[src/rtl/core/ondd_pkg.sv]
package ondd_pkg;

  localparam int GROUP_BYTES = 14;
  localparam int LEN_W       = 17;
  localparam int VAL_W       = 8;
  localparam int ADDR_W      = 4;
  localparam int DATA_W      = 32;

  localparam logic             MODE_AUTO   = 1'b0;
  localparam logic             MODE_MANUAL = 1'b1;
  localparam logic [VAL_W-1:0] ART_SPO2    = 8'd127;
  localparam logic [VAL_W-1:0] ART_PULSE   = 8'd255;
  localparam logic [VAL_W-1:0] BYTE_ART    = 8'h7f;
  localparam logic [3:0]       NIB_ADJUST  = 4'h7;
  localparam logic [3:0]       NIB_ART     = 4'hf;

  typedef enum logic [1:0] {
    REG_DECODE_MODE = 2'd0,
    REG_MEAS_KIND   = 2'd1,
    REG_REC_LEN     = 2'd2
  } reg_idx_t;

  typedef struct packed {
    logic             decode_mode;
    logic             measurement_kind;
    logic [LEN_W-1:0] record_length;
  } cfg_t;

  typedef struct packed {
    logic [VAL_W-1:0] value;
    logic [LEN_W-1:0] index;
    logic             last;
    logic             done;
  } result_t;

  typedef struct packed {
    logic [1:0] n;
    result_t    r0;
    result_t    r1;
  } pair_t;

endpackage

[src/rtl/core/ondd_in_if.sv]
interface ondd_in_if;
  import ondd_pkg::*;

  logic       valid;
  logic       ready;
  logic [7:0] data_byte;
  logic       flag_bit;
  logic       restart;

  modport source (output valid, data_byte, flag_bit, restart, input ready);
  modport sink   (input valid, data_byte, flag_bit, restart, output ready);
endinterface

[src/rtl/core/ondd_out_if.sv]
interface ondd_out_if;
  import ondd_pkg::*;

  logic             valid;
  logic             ready;
  logic [VAL_W-1:0] sample_value;
  logic [LEN_W-1:0] sample_index;
  logic             last_of_run;
  logic             record_done;

  modport source (output valid, sample_value, sample_index, last_of_run, record_done,
                  input ready);
  modport sink   (input valid, sample_value, sample_index, last_of_run, record_done,
                  output ready);
endinterface

[src/rtl/core/oximeter_datum_nibble_decoder_top.sv]
// Stored-record oximeter sample decoder.
// in_bus takes one record byte per beat with its flag bit and a restart
// bit; restart reloads the sample count from record_length and realigns
// the manual group before that byte is decoded. out_bus gives zero, one
// or two samples per byte, each with its store index (count after
// decrement), last_of_run on the final sample of the byte and
// record_done on the sample with index zero. Bytes arriving with the
// count at zero produce nothing.
// Bytes are registered in the input register, samples in the output stage.
// Throughput: one byte per cycle if it yields at most one sample and
// out_bus is ready; the single result port slows bytes that yield two.
// Reset (rst_n low, synchronous) clears registers and decoder state and
// empties both stages. When the receiver stalls, the two-entry output
// stage holds its samples, the input register holds the next byte, and
// in_bus.ready drops while the held byte's samples cannot be loaded.
// Registers (APB, 32-bit): 0x0 decode_mode, 0x4 measurement_kind,
// 0x8 record_length. Write them only while the block is idle.
module oximeter_datum_nibble_decoder_top (
  input  logic                        clk,
  input  logic                        rst_n,
  input  logic                        psel,
  input  logic                        penable,
  input  logic                        pwrite,
  input  logic [ondd_pkg::ADDR_W-1:0] paddr,
  input  logic [ondd_pkg::DATA_W-1:0] pwdata,
  output logic [ondd_pkg::DATA_W-1:0] prdata,
  output logic                        pready,
  ondd_in_if.sink                     in_bus,
  ondd_out_if.source                  out_bus
);
  import ondd_pkg::*;

  cfg_t  cfg;
  pair_t pair;
  logic  push;
  logic  load_ok;

  ondd_cfg u_cfg (
    .clk     (clk),
    .rst_n   (rst_n),
    .psel    (psel),
    .penable (penable),
    .pwrite  (pwrite),
    .paddr   (paddr),
    .pwdata  (pwdata),
    .prdata  (prdata),
    .pready  (pready),
    .cfg_o   (cfg)
  );

  ondd_decode u_decode (
    .clk       (clk),
    .rst_n     (rst_n),
    .cfg_i     (cfg),
    .in_bus    (in_bus),
    .pair_o    (pair),
    .push_o    (push),
    .load_ok_i (load_ok)
  );

  ondd_out_stage u_out (
    .clk       (clk),
    .rst_n     (rst_n),
    .pair_i    (pair),
    .push_i    (push),
    .load_ok_o (load_ok),
    .out_bus   (out_bus)
  );
endmodule

[src/rtl/core/ondd_cfg.sv]
module ondd_cfg (
  input  logic                        clk,
  input  logic                        rst_n,
  input  logic                        psel,
  input  logic                        penable,
  input  logic                        pwrite,
  input  logic [ondd_pkg::ADDR_W-1:0] paddr,
  input  logic [ondd_pkg::DATA_W-1:0] pwdata,
  output logic [ondd_pkg::DATA_W-1:0] prdata,
  output logic                        pready,
  output ondd_pkg::cfg_t              cfg_o
);
  import ondd_pkg::*;

  logic             decode_mode_r;
  logic             meas_kind_r;
  logic [LEN_W-1:0] rec_len_r;
  logic             wr_en;
  reg_idx_t         idx;

  assign pready = 1'b1;
  assign wr_en  = psel && penable && pwrite;
  assign idx    = reg_idx_t'(paddr[3:2]);

  // write the addressed register in the access phase
  always_ff @(posedge clk) begin
    if (!rst_n) begin
      decode_mode_r <= 1'b0;
      meas_kind_r   <= 1'b0;
      rec_len_r     <= '0;
    end else if (wr_en) begin
      unique case (idx)
        REG_DECODE_MODE: decode_mode_r <= pwdata[0];
        REG_MEAS_KIND:   meas_kind_r   <= pwdata[0];
        REG_REC_LEN:     rec_len_r     <= pwdata[LEN_W-1:0];
        default: ;
      endcase
    end
  end

  // read back
  always_comb begin
    unique case (idx)
      REG_DECODE_MODE: prdata = {{(DATA_W-1){1'b0}}, decode_mode_r};
      REG_MEAS_KIND:   prdata = {{(DATA_W-1){1'b0}}, meas_kind_r};
      REG_REC_LEN:     prdata = {{(DATA_W-LEN_W){1'b0}}, rec_len_r};
      default:         prdata = '0;
    endcase
  end

  assign cfg_o.decode_mode      = decode_mode_r;
  assign cfg_o.measurement_kind = meas_kind_r;
  assign cfg_o.record_length    = rec_len_r;
endmodule

[src/rtl/core/ondd_decode.sv]
module ondd_decode (
  input  logic            clk,
  input  logic            rst_n,
  input  ondd_pkg::cfg_t  cfg_i,
  ondd_in_if.sink         in_bus,
  output ondd_pkg::pair_t pair_o,
  output logic            push_o,
  input  logic            load_ok_i
);
  import ondd_pkg::*;

  // input register
  logic       in_v_r;
  logic [7:0] byte_r;
  logic       flag_r;
  logic       restart_r;

  // decoder state
  logic [VAL_W-1:0] base_value_r,     base_value_nxt;
  logic             adj_pending_r,    adj_pending_nxt;
  logic [VAL_W-1:0] running_sample_r, running_sample_nxt;
  logic [3:0]       group_pos_r,      group_pos_nxt;
  logic [LEN_W-1:0] samples_left_r,   samples_left_nxt;

  logic             consume;
  logic             in_acc;
  logic [1:0]       want;
  logic [VAL_W-1:0] v0, v1;
  logic [LEN_W-1:0] idx0, idx1;
  logic             two_ok;

  // decode one byte against the current state
  always_comb begin
    logic [LEN_W-1:0] sl0;
    logic [3:0]       gp0;
    logic [3:0]       hi, lo;
    logic [VAL_W-1:0] art, rs1, rs2;
    logic [4:0]       pos_inc;
    logic             art_byte;

    sl0      = restart_r ? cfg_i.record_length : samples_left_r;
    gp0      = restart_r ? 4'd0 : group_pos_r;
    hi       = byte_r[7:4];
    lo       = byte_r[3:0];
    art      = cfg_i.measurement_kind ? ART_PULSE : ART_SPO2;
    art_byte = flag_r && (byte_r == BYTE_ART);
    pos_inc  = {1'b0, gp0} + 5'd1;
    rs1      = flag_r ? running_sample_r - {4'b0, hi} : running_sample_r + {4'b0, hi};
    rs2      = lo[3] ? rs1 - {5'b0, lo[2:0]} : rs1 + {4'b0, lo};

    base_value_nxt     = base_value_r;
    adj_pending_nxt    = adj_pending_r;
    running_sample_nxt = running_sample_r;
    group_pos_nxt      = gp0;
    v0                 = '0;
    v1                 = '0;
    want               = 2'd0;

    if (sl0 != '0) begin
      if (cfg_i.decode_mode == MODE_AUTO) begin
        if (flag_r && hi == NIB_ADJUST) begin
          // base adjustment pair, no sample
          adj_pending_nxt = !adj_pending_r;
          base_value_nxt  = adj_pending_r ? {lo, 4'b0} : base_value_r + {4'b0, lo};
        end else begin
          v0   = base_value_r - ({4'b0, hi} + {4'b0, flag_r, 3'b0});
          v1   = base_value_r - {4'b0, lo};
          want = (lo != NIB_ART) ? 2'd2 : 2'd1;
        end
      end else begin
        group_pos_nxt = (pos_inc >= 5'(GROUP_BYTES)) ? 4'd0 : pos_inc[3:0];
        if (gp0 == 4'd0) begin
          // group head: absolute value
          running_sample_nxt = art_byte ? byte_r : byte_r + {flag_r, 7'b0};
          v0                 = art_byte ? art : byte_r + {flag_r, 7'b0};
          want               = 2'd1;
        end else if (art_byte) begin
          v0   = art;
          v1   = art;
          want = 2'd2;
        end else begin
          v0   = rs1;
          want = 2'd2;
          if (lo == NIB_ART) begin
            v1                 = art;
            running_sample_nxt = rs1;
          end else begin
            v1                 = rs2;
            running_sample_nxt = rs2;
          end
        end
      end
    end

    // cut the run where the count runs out
    idx0   = sl0 - LEN_W'(1);
    idx1   = sl0 - LEN_W'(2);
    two_ok = (want == 2'd2) && (idx0 != '0);
    if (want == 2'd0) begin
      samples_left_nxt = sl0;
    end else if (two_ok) begin
      samples_left_nxt = idx1;
    end else begin
      samples_left_nxt = idx0;
    end
  end

  assign pair_o.n        = (want == 2'd0) ? 2'd0 : (two_ok ? 2'd2 : 2'd1);
  assign pair_o.r0.value = v0;
  assign pair_o.r0.index = idx0;
  assign pair_o.r0.last  = !two_ok;
  assign pair_o.r0.done  = (idx0 == '0);
  assign pair_o.r1.value = v1;
  assign pair_o.r1.index = idx1;
  assign pair_o.r1.last  = 1'b1;
  assign pair_o.r1.done  = (idx1 == '0);

  assign consume      = in_v_r && ((want == 2'd0) || load_ok_i);
  assign push_o       = in_v_r && (want != 2'd0) && load_ok_i;
  assign in_bus.ready = !in_v_r || consume;
  assign in_acc       = in_bus.valid && in_bus.ready;

  // hold the input beat until decoded
  always_ff @(posedge clk) begin
    if (!rst_n) begin
      in_v_r <= 1'b0;
    end else if (in_acc) begin
      in_v_r <= 1'b1;
    end else if (consume) begin
      in_v_r <= 1'b0;
    end
  end

  always_ff @(posedge clk) begin
    if (in_acc) begin
      byte_r    <= in_bus.data_byte;
      flag_r    <= in_bus.flag_bit;
      restart_r <= in_bus.restart;
    end
  end

  // advance state once the byte is taken
  always_ff @(posedge clk) begin
    if (!rst_n) begin
      base_value_r     <= '0;
      adj_pending_r    <= 1'b1;
      running_sample_r <= '0;
      group_pos_r      <= '0;
      samples_left_r   <= '0;
    end else if (consume) begin
      base_value_r     <= base_value_nxt;
      adj_pending_r    <= adj_pending_nxt;
      running_sample_r <= running_sample_nxt;
      group_pos_r      <= group_pos_nxt;
      samples_left_r   <= samples_left_nxt;
    end
  end
endmodule

[src/rtl/core/ondd_out_stage.sv]
module ondd_out_stage (
  input  logic            clk,
  input  logic            rst_n,
  input  ondd_pkg::pair_t pair_i,
  input  logic            push_i,
  output logic            load_ok_o,
  ondd_out_if.source      out_bus
);
  import ondd_pkg::*;

  result_t    slot0_r;
  result_t    slot1_r;
  logic [1:0] cnt_r;
  logic       pop;

  assign pop       = (cnt_r != 2'd0) && out_bus.ready;
  assign load_ok_o = (cnt_r == 2'd0) || ((cnt_r == 2'd1) && pop);

  // load a pair, or drain one beat at a time
  always_ff @(posedge clk) begin
    if (!rst_n) begin
      cnt_r <= 2'd0;
    end else if (push_i) begin
      cnt_r <= pair_i.n;
    end else if (pop) begin
      cnt_r <= cnt_r - 2'd1;
    end
  end

  always_ff @(posedge clk) begin
    if (push_i) begin
      slot0_r <= pair_i.r0;
      slot1_r <= pair_i.r1;
    end else if (pop && cnt_r == 2'd2) begin
      slot0_r <= slot1_r;
    end
  end

  assign out_bus.valid        = (cnt_r != 2'd0);
  assign out_bus.sample_value = slot0_r.value;
  assign out_bus.sample_index = slot0_r.index;
  assign out_bus.last_of_run  = slot0_r.last;
  assign out_bus.record_done  = slot0_r.done;
endmodule

[src/flat_wrapper.sv]
// flat-port wrapper written by rule: the top's interface ports become plain ports
module oximeter_datum_nibble_decoder_top_flat import ondd_pkg::*;
  (clk, rst_n, psel, penable, pwrite, paddr, pwdata, prdata, pready, in_bus_valid, in_bus_data_byte, in_bus_flag_bit, in_bus_restart, in_bus_ready, out_bus_valid, out_bus_sample_value, out_bus_sample_index, out_bus_last_of_run, out_bus_record_done, out_bus_ready);
  ondd_in_if in_bus_i ();
  ondd_out_if out_bus_i ();
  input  logic clk;
  input  logic rst_n;
  input  logic psel;
  input  logic penable;
  input  logic pwrite;
  input  logic [ondd_pkg::ADDR_W-1:0] paddr;
  input  logic [ondd_pkg::DATA_W-1:0] pwdata;
  output logic [ondd_pkg::DATA_W-1:0] prdata;
  output logic pready;
  input wire logic [$bits(in_bus_i.valid)-1:0] in_bus_valid;
  input wire logic [$bits(in_bus_i.data_byte)-1:0] in_bus_data_byte;
  input wire logic [$bits(in_bus_i.flag_bit)-1:0] in_bus_flag_bit;
  input wire logic [$bits(in_bus_i.restart)-1:0] in_bus_restart;
  output wire logic [$bits(in_bus_i.ready)-1:0] in_bus_ready;
  output wire logic [$bits(out_bus_i.valid)-1:0] out_bus_valid;
  output wire logic [$bits(out_bus_i.sample_value)-1:0] out_bus_sample_value;
  output wire logic [$bits(out_bus_i.sample_index)-1:0] out_bus_sample_index;
  output wire logic [$bits(out_bus_i.last_of_run)-1:0] out_bus_last_of_run;
  output wire logic [$bits(out_bus_i.record_done)-1:0] out_bus_record_done;
  input wire logic [$bits(out_bus_i.ready)-1:0] out_bus_ready;
  assign in_bus_i.valid = in_bus_valid;
  assign in_bus_i.data_byte = in_bus_data_byte;
  assign in_bus_i.flag_bit = in_bus_flag_bit;
  assign in_bus_i.restart = in_bus_restart;
  assign in_bus_ready = in_bus_i.ready;
  assign out_bus_valid = out_bus_i.valid;
  assign out_bus_sample_value = out_bus_i.sample_value;
  assign out_bus_sample_index = out_bus_i.sample_index;
  assign out_bus_last_of_run = out_bus_i.last_of_run;
  assign out_bus_record_done = out_bus_i.record_done;
  assign out_bus_i.ready = out_bus_ready;
  oximeter_datum_nibble_decoder_top u_core (.clk(clk), .rst_n(rst_n), .psel(psel), .penable(penable), .pwrite(pwrite), .paddr(paddr), .pwdata(pwdata), .prdata(prdata), .pready(pready), .in_bus(in_bus_i), .out_bus(out_bus_i));
endmodule
[config.mk]
export PLATFORM = sky130hd
export DESIGN_NAME = oximeter_datum_nibble_decoder_top_flat
export DESIGN_NICKNAME = d
export VERILOG_FILES = /design/src/rtl/core/ondd_pkg.sv /design/src/rtl/core/ondd_in_if.sv /design/src/rtl/core/ondd_out_if.sv /design/src/rtl/core/oximeter_datum_nibble_decoder_top.sv /design/src/rtl/core/ondd_cfg.sv /design/src/rtl/core/ondd_decode.sv /design/src/rtl/core/ondd_out_stage.sv /design/src/flat_wrapper.sv
export SDC_FILE = /design/constraint.sdc
export NUM_CORES = 1
export LEC_CHECK = 0
export BUFFER_PORTS_ARGS = -buffer_cell sky130_fd_sc_hd__buf_2
export CAP_MARGIN = 20
export CORE_UTILIZATION = 29
export DETAILED_ROUTE_END_ITERATION = 7
export PLACE_DENSITY = 0.47
export SLEW_MARGIN = 20
export SYNTH_ARGS = -nofsm -noshare
export SYNTH_HDL_FRONTEND = slang
export SYNTH_SLANG_ARGS = --single-unit
[constraint.sdc]
create_clock -name clk -period 6.7 [get_ports clk]
set_input_delay 0.67 -clock clk [delete_from_list [all_inputs] [get_ports clk]]
set_output_delay 0.67 -clock clk [all_outputs]
set_load 0.01 [all_outputs]
==> results.md <==
* Status: finished clean
* Crit start category: register
* Fmax at 194 MHz
* Fin Setup TNS at 0 ns
* Comb power frac at 0.341
* Critical Path Start: u_core.u_decode.restart_r$_DFFE_PP_
* CTS max path bufs at 2
* Min-Delay Endpoint: u_core.u_decode.byte_r[7]$_DFFE_PP_
* Worst min-delay path startpoint: in_bus_data_byte[7]
* Reg-to-Reg Start: u_core.u_decode.restart_r$_DFFE_PP_
* ANT nets after route at 0
* Fin. Hold Viols at 0
* Synth cell types at 82
* CTS tree: yes
* Worst Hold Depth at 1
* Rel. slew slack at 0.307
* Die area at 30000 um2
* Avg Cell Area, Syn at 8.84 um2
* Max_cap viols at 0
* Area of the multi-input gates at 4940 um2
* Antenna violations before repair at 0
* Critical path class: reg2reg
* Cts bufs inserted at 17
* IO buf count at 81
* Post-synth top flop: edfxtp_1
* Initial core utilization at 0.295
* Avg WL per Cell at 16.6 um
* CTS Sinks at 123
* Share of cells above drive strength 1 at 0.151
* Cell taking the most area after synthesis: edfxtp_1
* Clock Skews at 0.0143 ns
* Worst slew pin tran at 1.04 ns
* Synth warnings at 0
* Clock Power Share at 0.316
* Starting DRT DRC Count at 469
* Placed cells at 1383
* Commonest non-fill, non-tap cells in the layout: nand2_1 (117), buf_2 (81), nor2_1 (69)
* CTS resizes at 0
* Crit end category: register
* Commonest non-fill, non-tap cell in the layout: nand2_1
* Reg2reg end: u_core.u_decode.running_sample_r[0]$_SDFFE_PN0P_
* Worst Path Arrival at 5.46 ns
* Slew Limit Fails at 0
* Post-route non-filler standard cell count at 1415
* CP required at 7.00 ns
* Tmin final at 5.16 ns
* Hold_buf cts at 0
* Yosys top cell area share at 0.223
* Largest cells by area after synthesis: edfxtp_1 (22%), dfxtp_1 (14%), ha_1 (6.8%)
* Clock slew at reported path FFs at 0.06 ns
* Post-route DRC at 0
* Fin crit share at 0.770
* Via-to-Cell Ratio at 4.89
* Mapped Area at 8490 um2
* Unrepaired setup endpoints after global routing: no
* PD cells at 300 nW/um2
* DPL Wire Length at 17500 um
* Peak supply drop at 0.000137 V
* Reg power frac at 0.343
* Internal power at 1830 uW
* Filler cell count in the final layout at 3015
* Vias in the first global route at 6570
* Layout net count at 1123
* Hold WC Path Type: in2reg
* Ys async rst share at 0
* Final WL at 23600 um
* Clock latency on the worst-skew pair at 0.42 ns
* Core box area at 28800 um2
* Pre-Repair DR Iteration Count at 5
* Vert. Die Dim at 173 um
* H-tree depth at 4
* Post-Synthesis Cells at 960
* Row count at 62
* Largest net degree at the start of global routing at 75
* Register-to-Register Path Depth at 15
* Yosys reg bits at 123
* # setup viols final at 0
* Storage cell area at 3090 um2
* Worst-path maximum fanout at 47
* Number of synthesized flops with an enable pin at 63
* Postcts setup bufs at 0
* Gp weighted congestion at 0.845
* Net Sw Frac at 0.374
* Vias at 6913
* R2R setup slack at 1.54 ns
* Overflow after GRT at 0
* CTS root buf: clkbuf_16
* Sequential fraction of the synthesis area at 0.364
* Number of diodes at 0
* GRT Total Usage at 0.161
* Pleak at 0.00387 uW
* Switch Pwr at 1090 uW
* Ports at 115
* First-pass GRT wire length at 37500 um
* Die Width at 173 um
* Layout area overhead at 14.8%
==> how the worst max path moves through the flow <==
stage / endpoint / slack (ns) / cells after the start
4_1_cts: u_core.u_decode.running_sample_r[0]$_SDFFE_PN0P_ / 1.54 / 15
3_3_place_gp: u_core.u_decode.running_sample_r[0]$_SDFFE_PN0P_ / 1.66 / 15
5_1_grt: u_core.u_decode.running_sample_r[0]$_SDFFE_PN0P_ / 1.12 / 15
3_5_place_dp: u_core.u_decode.running_sample_r[0]$_SDFFE_PN0P_ / 1.55 / 15
2_1_floorplan: u_core.u_out.out_bus.last_of_run$_SDFFCE_PN1P_ / 2.67 / 12
6_report: u_core.u_decode.running_sample_r[0]$_SDFFE_PN0P_ / 1.54 / 15
==> metal layers <==
metal | global-route usage | wire length (um) | up-vias
met3 | 0.0240 | 843 | 18
met1 | 0.250 | 13100 | 3217
met5 | 0 | 0 | -
met2 | 0.223 | 9310 | 146
li1 | - | - | 3532
met4 | 0.0505 | 322 | 0
==> flip-flops by register name (all words and copies together) (netlist names), 2 cells and up <==
name	count
u_core.u_cfg.rec_len_r	17
u_core.u_decode.base_value_r	8
u_core.u_decode.byte_r	8
u_core.u_decode.group_pos_r	4
u_core.u_decode.running_sample_r	8
u_core.u_decode.samples_left_r	17
u_core.u_out.cnt_r	2
u_core.u_out.out_bus.sample_index	17
u_core.u_out.out_bus.sample_value	8
u_core.u_out.slot1_r	26
==> logic make-up after synthesis <==
logic type / synth area share
xor+xnor: 0.0568
simple gates: 0.202
flops: 0.364
buf+inv: 0.0600
fa+ha+maj: 0.0820
mux: 0.0433
compound gates: 0.191
other cells: 0.000885
==> layout make-up <==
class	count	share of cell area
clock inverters	15	0.0154
repair buffers	92	0.0501
inverters	42	0.0162
well taps	384	0.0493
clock buffers	17	0.0437
multi-input cells	742	0.508
flip-flops and latches	123	0.318
==> metrics by stage <==
stage | cell area, um2 | hold WS (ns) | setup slack (ns) | total power, uW | util
final | 9740 | 0.423 | 1.54 | 2920 | 0.338
after global routing | 9740 | 0.411 | 1.12 | 3100 | 0.338
after CTS | 9740 | 0.407 | 1.54 | 2950 | 0.338
after detailed placement | 9160 | 0.455 | 1.55 | 2010 | 0.318
after global placement | 9160 | 0.450 | 1.66 | 2000 | 0.318
after floorplan | 8540 | 0.440 | 2.67 | 1730 | -
==> power groups by stage <==
stage               combinational [uW]  clock, uW  sequential, uW
finish                             995        922            1000
global route                      1110        976            1010
CTS                                998        948            1000
detailed placement                 993          0            1020
global placement                   984          0            1020
floorplan                          704          0            1020
==> critical path, cell delays in order (launching register included) <==
cell	delay [ns]
edfxtp_1	0.32
buf_4	0.49
mux2i_1	0.15
buf_4	0.19
ha_1	0.25
o221ai_2	0.22
nor4_2	0.18
a21oi_1	0.18
buf_4	0.28
nand3_1	0.50
inv_1	0.68
buf_4	0.39
nand2_1	0.22
a31oi_1	0.61
o211ai_1	0.18
o211a_1	0.17
==> cell usage after synthesis, drive strengths merged (9+ instances only) <==
master,instances
dfxtp,60
ha,46
o21ai,75
nand2,118
clkbuf,37
a31oi,13
xor2,23
nor2b,17
and2,27
nand2b,10
inv,42
nor3,27
nand3,30
o211ai,17
nor3b,11
mux2i,25
a21boi,26
mux2,9
a21oi,37
a21o,10
xnor2,32
edfxtp,63
buf,30
nor2,70
No activity file was read; power rests on OpenSTA's default activity.
